`config.mk`:
```
export PLATFORM = sky130hd
export DESIGN_NAME = ultrasonic_echo_ranger_unit
export DESIGN_NICKNAME = d
export VERILOG_FILES = /design/src/hdl/uer_pkg.sv /design/src/hdl/uer_cfg.sv /design/src/hdl/uer_core.sv /design/src/hdl/ultrasonic_echo_ranger_unit.sv
export SDC_FILE = /design/constraint.sdc
export NUM_CORES = 1
export LEC_CHECK = 0
export BUFFER_PORTS_ARGS = -buffer_cell sky130_fd_sc_hd__buf_2
export CORE_AREA = 2 2 211 213
export CTS_CLUSTER_SIZE = 16
export DETAILED_ROUTE_END_ITERATION = 10
export DIE_AREA = 0 0 213 215
export GPL_ROUTABILITY_DRIVEN = 0
export HOLD_SLACK_MARGIN = 0.12
export MAX_ROUTING_LAYER = met4
export SLEW_MARGIN = 5
export SYNTH_ARGS = -nofsm -noshare
export SYNTH_HDL_FRONTEND = slang
export SYNTH_SLANG_ARGS = --single-unit
```
`constraint.sdc`:
```
create_clock -name clk -period 7.8 [get_ports clk]
set_input_delay 0.39 -clock clk [delete_from_list [all_inputs] [get_ports clk]]
set_output_delay 0.39 -clock clk [all_outputs]
set_load 0.02 [all_outputs]
```
`src/hdl/uer_pkg.sv`:
```
package uer_pkg;

    localparam int TRIG_LOW_TICKS_DEF  = 2;
    localparam int TRIG_HIGH_TICKS_DEF = 10;

    localparam int CNT_W   = 17;
    localparam int SCALE_W = 16;
    localparam int DIST_W  = 12;
    localparam int STAT_W  = 3;
    localparam int IDX_W   = 8;
    localparam int FRAC_W  = 20;

    localparam logic [CNT_W-1:0]   TIMEOUT_RST = 17'd60000;
    localparam logic [CNT_W-1:0]   MIN_RST     = 17'd100;
    localparam logic [CNT_W-1:0]   MAX_RST     = 17'd60000;
    localparam logic [SCALE_W-1:0] SCALE_RST   = 16'd17994;
    localparam logic [DIST_W-1:0]  DIST_MAX    = 12'd4095;

    localparam logic [IDX_W-1:0] REG_TIMEOUT   = 8'd0;
    localparam logic [IDX_W-1:0] REG_MIN_PULSE = 8'd1;
    localparam logic [IDX_W-1:0] REG_MAX_PULSE = 8'd2;
    localparam logic [IDX_W-1:0] REG_SCALE     = 8'd3;

    localparam logic [STAT_W-1:0] ST_OK           = 3'd0;
    localparam logic [STAT_W-1:0] ST_RISE_TIMEOUT = 3'd1;
    localparam logic [STAT_W-1:0] ST_FALL_TIMEOUT = 3'd2;
    localparam logic [STAT_W-1:0] ST_OUT_OF_RANGE = 3'd3;
    localparam logic [STAT_W-1:0] ST_READ_FAULT   = 3'd4;

    typedef struct packed {
        logic cmd;
        logic echo_level;
        logic read_fault;
    } uer_in_t;

    typedef struct packed {
        logic              trigger_level;
        logic              busy_res;
        logic              done_res;
        logic [DIST_W-1:0] range_cm;
        logic [STAT_W-1:0] status;
    } uer_out_t;

    typedef struct packed {
        logic [CNT_W-1:0]   timeout_ticks;
        logic [CNT_W-1:0]   min_pulse_ticks;
        logic [CNT_W-1:0]   max_pulse_ticks;
        logic [SCALE_W-1:0] scale_q20;
    } uer_cfg_t;

endpackage

```
`src/hdl/uer_cfg.sv`:
```
module uer_cfg (
    input  logic                         clk,
    input  logic                         rst_n,
    input  logic                         wr_en,
    input  logic [uer_pkg::IDX_W-1:0]    wr_index,
    input  logic [uer_pkg::CNT_W-1:0]    wr_data,
    output uer_pkg::uer_cfg_t            cfg
);
    import uer_pkg::*;

    uer_cfg_t cfg_reg;

    always_ff @(posedge clk or negedge rst_n)
    begin
        if (!rst_n)
        begin
            cfg_reg.timeout_ticks   <= TIMEOUT_RST;
            cfg_reg.min_pulse_ticks <= MIN_RST;
            cfg_reg.max_pulse_ticks <= MAX_RST;
            cfg_reg.scale_q20       <= SCALE_RST;
        end
        else if (wr_en)
        begin
            // indexes beyond the list are dropped
            unique case (wr_index)
                REG_TIMEOUT:   cfg_reg.timeout_ticks <= wr_data;
                REG_MIN_PULSE: cfg_reg.min_pulse_ticks <= wr_data;
                REG_MAX_PULSE: cfg_reg.max_pulse_ticks <= wr_data;
                REG_SCALE:     cfg_reg.scale_q20 <= wr_data[SCALE_W-1:0];
                default: ;
            endcase
        end
    end

    assign cfg = cfg_reg;

endmodule

```
`src/hdl/uer_core.sv`:
```
module uer_core #(
    parameter int TRIG_LOW_TICKS  = uer_pkg::TRIG_LOW_TICKS_DEF,
    parameter int TRIG_HIGH_TICKS = uer_pkg::TRIG_HIGH_TICKS_DEF
) (
    input  logic               clk,
    input  logic               rst_n,
    input  logic               step,
    input  uer_pkg::uer_in_t   item,
    input  uer_pkg::uer_cfg_t  cfg,
    output uer_pkg::uer_out_t  result
);
    import uer_pkg::*;

    localparam logic [2:0] PH_IDLE       = 3'd0;
    localparam logic [2:0] PH_TRIG_LOW   = 3'd1;
    localparam logic [2:0] PH_TRIG_HIGH  = 3'd2;
    localparam logic [2:0] PH_WAIT_RISE  = 3'd3;
    localparam logic [2:0] PH_COUNT_HIGH = 3'd4;

    localparam logic [CNT_W-1:0] LOW_LAST  = CNT_W'(TRIG_LOW_TICKS);
    localparam logic [CNT_W-1:0] HIGH_LAST = CNT_W'(TRIG_HIGH_TICKS);
    localparam int PROD_W = CNT_W + 1 + SCALE_W;

    logic [2:0]             phase_reg;
    logic [2:0]             phase_next;
    logic [2:0]             phase_eff;
    logic [CNT_W-1:0]       count_reg;
    logic [CNT_W-1:0]       count_next;
    logic [CNT_W-1:0]       count_inc;
    logic [CNT_W:0]         pulse;
    logic [PROD_W-1:0]      product;
    logic [DIST_W-1:0]      dist_sat;
    logic                   in_window;
    uer_out_t               res;

    assign count_inc = count_reg + 1'b1;
    assign pulse     = {1'b0, count_reg} + 1'b1;
    assign product   = PROD_W'(pulse) * PROD_W'(cfg.scale_q20);
    // saturate when anything above the 12 result bits is set
    assign dist_sat  = (product[PROD_W-1:FRAC_W+DIST_W] != '0) ? DIST_MAX
                                                               : product[FRAC_W+DIST_W-1:FRAC_W];
    assign in_window = (pulse >= {1'b0, cfg.min_pulse_ticks}) &&
                       (pulse <= {1'b0, cfg.max_pulse_ticks});
    // unused codes behave as idle
    assign phase_eff = (phase_reg > PH_COUNT_HIGH) ? PH_IDLE : phase_reg;

    always_comb
    begin
        phase_next = phase_eff;
        count_next = (phase_reg > PH_COUNT_HIGH) ? '0 : count_reg;
        res        = '0;
        if (item.cmd)
        begin
            res.busy_res = 1'b1;
            if (phase_eff == PH_IDLE)
            begin
                phase_next = PH_TRIG_LOW;
                count_next = '0;
            end
            else
            begin
                res.trigger_level = (phase_eff == PH_TRIG_HIGH);
            end
        end
        else
        begin
            unique case (phase_eff)
                PH_TRIG_LOW:
                begin
                    res.busy_res = 1'b1;
                    count_next   = count_inc;
                    if (count_inc >= LOW_LAST)
                    begin
                        phase_next = PH_TRIG_HIGH;
                        count_next = '0;
                    end
                end
                PH_TRIG_HIGH:
                begin
                    res.busy_res      = 1'b1;
                    res.trigger_level = 1'b1;
                    count_next        = count_inc;
                    if (count_inc >= HIGH_LAST)
                    begin
                        phase_next = PH_WAIT_RISE;
                        count_next = '0;
                    end
                end
                PH_WAIT_RISE:
                begin
                    priority if (item.read_fault)
                    begin
                        res.done_res = 1'b1;
                        res.status   = ST_READ_FAULT;
                        phase_next   = PH_IDLE;
                        count_next   = '0;
                    end
                    else if (item.echo_level)
                    begin
                        res.busy_res = 1'b1;
                        phase_next   = PH_COUNT_HIGH;
                        count_next   = '0;
                    end
                    else if (count_reg >= cfg.timeout_ticks)
                    begin
                        res.done_res = 1'b1;
                        res.status   = ST_RISE_TIMEOUT;
                        phase_next   = PH_IDLE;
                        count_next   = '0;
                    end
                    else
                    begin
                        res.busy_res = 1'b1;
                        count_next   = count_inc;
                    end
                end
                PH_COUNT_HIGH:
                begin
                    priority if (item.read_fault)
                    begin
                        res.done_res = 1'b1;
                        res.status   = ST_READ_FAULT;
                        phase_next   = PH_IDLE;
                        count_next   = '0;
                    end
                    else if (item.echo_level)
                    begin
                        if (count_reg >= cfg.timeout_ticks)
                        begin
                            res.done_res = 1'b1;
                            res.status   = ST_FALL_TIMEOUT;
                            phase_next   = PH_IDLE;
                            count_next   = '0;
                        end
                        else
                        begin
                            res.busy_res = 1'b1;
                            count_next   = count_inc;
                        end
                    end
                    else
                    begin
                        res.done_res = 1'b1;
                        phase_next   = PH_IDLE;
                        count_next   = '0;
                        if (in_window)
                            res.range_cm = dist_sat;
                        else
                            res.status = ST_OUT_OF_RANGE;
                    end
                end
                default:
                begin
                    phase_next = PH_IDLE;
                    count_next = '0;
                end
            endcase
        end
    end

    always_ff @(posedge clk or negedge rst_n)
    begin
        if (!rst_n)
        begin
            phase_reg <= PH_IDLE;
            count_reg <= '0;
        end
        else if (step)
        begin
            phase_reg <= phase_next;
            count_reg <= count_next;
        end
    end

    assign result = res;

endmodule

```
`src/hdl/ultrasonic_echo_ranger_unit.sv`:
```
// A word accepted into the input register steps the core and its result is captured in the result
// register once that register is free or being taken; a stalled result can hold the word in between.
// Throughput: one word per cycle while the result is not stalled; the phase/count update, window compare and
// 18x16 scale multiply all sit between the input register and result register.
// A stalled result holds its register; the input register takes one more word, then stalls.
// Reset clears the phase, tick count and both stage valids, and loads default config.
module ultrasonic_echo_ranger_unit #(
    parameter int TRIG_LOW_TICKS  = uer_pkg::TRIG_LOW_TICKS_DEF,
    parameter int TRIG_HIGH_TICKS = uer_pkg::TRIG_HIGH_TICKS_DEF
) (
    input  logic                         clk,
    input  logic                         rst_n,
    input  logic                         in_valid,
    output logic                         in_ready,
    input  uer_pkg::uer_in_t             in_data,
    output logic                         out_valid,
    input  logic                         out_ready,
    output uer_pkg::uer_out_t            out_data,
    input  logic                         cfg_valid,
    output logic                         cfg_ready,
    input  logic [uer_pkg::IDX_W-1:0]    cfg_index,
    input  logic [uer_pkg::CNT_W-1:0]    cfg_data
);
    import uer_pkg::*;

    logic      in_vld_reg;
    uer_in_t   in_word_reg;
    logic      out_vld_reg;
    uer_out_t  out_word_reg;
    logic      advance;
    uer_cfg_t  cfg;
    uer_out_t  result;

    assign advance   = in_vld_reg && (!out_vld_reg || out_ready);
    assign in_ready  = !in_vld_reg || advance;
    assign cfg_ready = 1'b1;

    uer_cfg u_cfg (
        .clk      (clk),
        .rst_n    (rst_n),
        .wr_en    (cfg_valid),
        .wr_index (cfg_index),
        .wr_data  (cfg_data),
        .cfg      (cfg)
    );

    uer_core #(
        .TRIG_LOW_TICKS  (TRIG_LOW_TICKS),
        .TRIG_HIGH_TICKS (TRIG_HIGH_TICKS)
    ) u_core (
        .clk    (clk),
        .rst_n  (rst_n),
        .step   (advance),
        .item   (in_word_reg),
        .cfg    (cfg),
        .result (result)
    );

    always_ff @(posedge clk or negedge rst_n)
    begin
        if (!rst_n)
        begin
            in_vld_reg  <= 1'b0;
            out_vld_reg <= 1'b0;
        end
        else
        begin
            if (in_ready)
                in_vld_reg <= in_valid;
            if (advance)
                out_vld_reg <= 1'b1;
            else if (out_ready)
                out_vld_reg <= 1'b0;
        end
    end

    always_ff @(posedge clk)
    begin
        if (in_ready && in_valid)
            in_word_reg <= in_data;
        if (advance)
            out_word_reg <= result;
    end

    assign out_valid = out_vld_reg;
    assign out_data  = out_word_reg;

endmodule
```
==> flow_summary.ini <==
[global_route]
grt_pass1_vias = 12300
antenna_found_initial = 0
grt-ovfl-total = 0
grtUsageTotal_pct = 18.2
grt_max_degree = 61
grt_pass1_wl_um = 63500

[cts]
htreeDepth = 3
cts-root-buf = clkbuf_16
clock_path_buffers = 2
cts_tree = yes
clk_latency_ns = 0.39
clkTransAtPathRegs_ns = 0.09
cts_buffers = 9
clock-sinks = 110

[floorplan]
core_um2 = 43600
initial_utilization_pct = 34.7
die_width_um = 213
rows = 77
dieArea_um2 = 45800
ios = 54
die_h_um = 215

[final_layout]
n_antenna_cell = 0
final_nets = 2078
largest_reg_flops = 67
area_growth_pct = 11.1
fill_cells = 4389
drive_gt1_share_pct = 13.9
fin_area_um2 = 16800

[job]
maxCapViolations = 0

[pwr]
fin_total_pwr_mw = 1.60
pwr_density_cell_nw_per_um2 = 94.9
p_leak_nw = 8.45
ir_drop_mv = 0.260

[setup_path]
crit_arrival_ns = 7.63
critical_path_class = reg -> reg
cp-start-kind = flip-flop
critPathMostFrequentCell = fa_1
crit_path_max_incr_delay_ns = 0.54
crit_family = adder cells
crit_buf_inv = 7
cp_max_fo = 8
cp-end-kind = flip-flop
crit_required_ns = 7.92
critPathSlowestCell = fa_1

[timing]
slew_viol_final = 0
final-hold-violation-count = 0
fin_setup_tns_ns = 0
skew_ns = 0.0161
setup_ws_ns = 0.286
min_period_over_period_pct = 96.3
finalSetupViolCount = 0
worstMarginPinSlew_ns = 0.969
fin_hold_ws_ns = 0.185
maxClockFrequency_mhz = 133
period_minus_slack_ns = 7.51
max-slew-margin-rel_pct = 35.2

[synth]
yosys_warnings = 0
yosysSeqAreaShare_pct = 19.1
ys_ff_latch = 110
synth_top_area_share_pct = 29.2
yosysUniqueCellTypes = 69
netlist_area_um2 = 15100
synthCells = 1616
yosysTopAreaCell = fa_1
synth_area_leaders = fa_1 (29%), ha_1 (13%), dfrtp_1 (11%)
syn_area_per_cell_um2 = 9.37
synthArstFlopShare_pct = 80.9
syn_nets = 2026
ys.flop_type = dfrtp_1
synth_edf_count = 21

[detailed_routing]
wl_per_cell_um = 16.8
firstDrtPassIters = 5
route.detailed.drc = 0
routed_via_density = 4.97
drt_iter0_drc = 643
drt-total-wl_um = 38000
ant_nets = 0
vias = 11300

[placed_design]
post_dp_cell_area_um2 = 16200
io_buffers = 52
dpl_worst_slack_ns = -0.0151
dpl.hpwl_um = 30200

[status]
status = complete, no violations

[min_path]
hp-class = in -> reg
## cell usage after synthesis (5+ instances only)
master and number:
a21o_1 14, nand4_1 17, dfrtp_1 66, o21ai_0 38, nor2_1 31, clkbuf_1 53
nor2b_1 25, buf_2 7, xnor2_1 14, nand2_1 224, and2_1 104, xor2_1 14
dfstp_2 23, a31oi_1 16, o211ai_1 7, nand3_1 25, nor4_1 9, a21oi_1 46
inv_1 321, fa_1 221, edfxtp_1 21, nor3_1 7, o21a_1 10, buf_1 6
a32o_1 9, ha_1 156, mux2_2 51, nand2b_1 5
## layout by cell type (no fill, tap or decap), drive strengths merged, types with 3 or more instances in the layout
cell type,count
a2111oi,3
a211oi,5
a21o,14
a21oi,46
a31oi,16
a32o,9
and2,104
and3,4
and4,3
buf,108
clkbuf,9
clkinv,3
dfrtp,66
dfstp,23
edfxtp,21
fa,221
ha,156
inv,324
mux2,51
nand2,224
nand2b,5
nand3,27
nand3b,3
nand4,19
nor2,31
nor2b,25
nor3,8
nor4,11
o211ai,8
o21a,10
o21ai,39
o21bai,4
o31ai,4
or2,3
or3,4
xnor2,14
xor2,14
## final cells by class
type / count / area (µm²) / share of cell area (%)
clock buffer: 9 / 225 / 1.34
timing repair buffer: 109 / 751 / 4.46
multi-input combinational: 1117 / 10900 / 64.8
tap: 592 / 741 / 4.40
sequential: 110 / 2890 / 17.2
clock inverter: 7 / 100 / 0.595
inverter: 321 / 1200 / 7.16
## routing by layer
layer  vias up  wire (µm)  track usage (%)  share of wire (%)
met2       205      19000             30.8                 50
li1       5233          -                -                  -
met3        71       1180             2.22                3.1
met4         0       1360             6.64                3.6
met1      5748      16500             22.1                 43
met5         -          0                -                  0
## stage by stage
stage | std cells | util (%)
5_1_grt | 2265 | 38.5
2_1_floorplan | 1616 | -
4_1_cts | 2253 | 38.0
3_5_place_dp | 2236 | 37.2
6_report | 2265 | 38.5
3_3_place_gp | 2236 | 37.2
## what timing repair did
item	4_1_cts	5_1_grt
setup endpoints to repair	12	12
resized for setup	2	28
hold endpoints to repair	18	0
cloned	0	0
setup buffers	0	12
pin swaps	0	7
hold buffers	1	0
## report_power, final
group	switching, mW	internal (mW)
Clock	0.257	0.261
Sequential	0.0510	0.631
Combinational	0.261	0.135
## path summary, 6_finish.rpt
path,from,to,slack (ns),cells after the start
worst min-delay path,in_data[0],in_word_reg[0]$_DFFE_PP_,0.19,1
worst min register to register,in_vld_reg$_DFFE_PN0N_,out_valid$_DFFE_PN0P_,0.51,1
worst max register to register,u_core.count_reg[10]$_DFFE_PN0P_,out_data[10]$_SDFFCE_PP0P_,0.29,26
min in group asynchronous,rst_n,u_cfg.cfg[47]$_DFFE_PN0P_,0.47,2
max in group asynchronous,rst_n,u_core.count_reg[5]$_DFFE_PN0P_,6.18,3
worst max-delay path,u_core.count_reg[10]$_DFFE_PN0P_,out_data[10]$_SDFFCE_PP0P_,0.29,26
## logic make-up after synthesis
family,share of synthesized area [%]
xor gates and xnor gates,1.62
other,0.0248
buffers and inverters,9.78
AOI/OAI and AO/OA,7.78
and+or+nand+nor,15.6
DFF,19.1
muxes,3.93
adders and majority gates,42.2
Note: power is estimated with default switching activity, not from simulation.
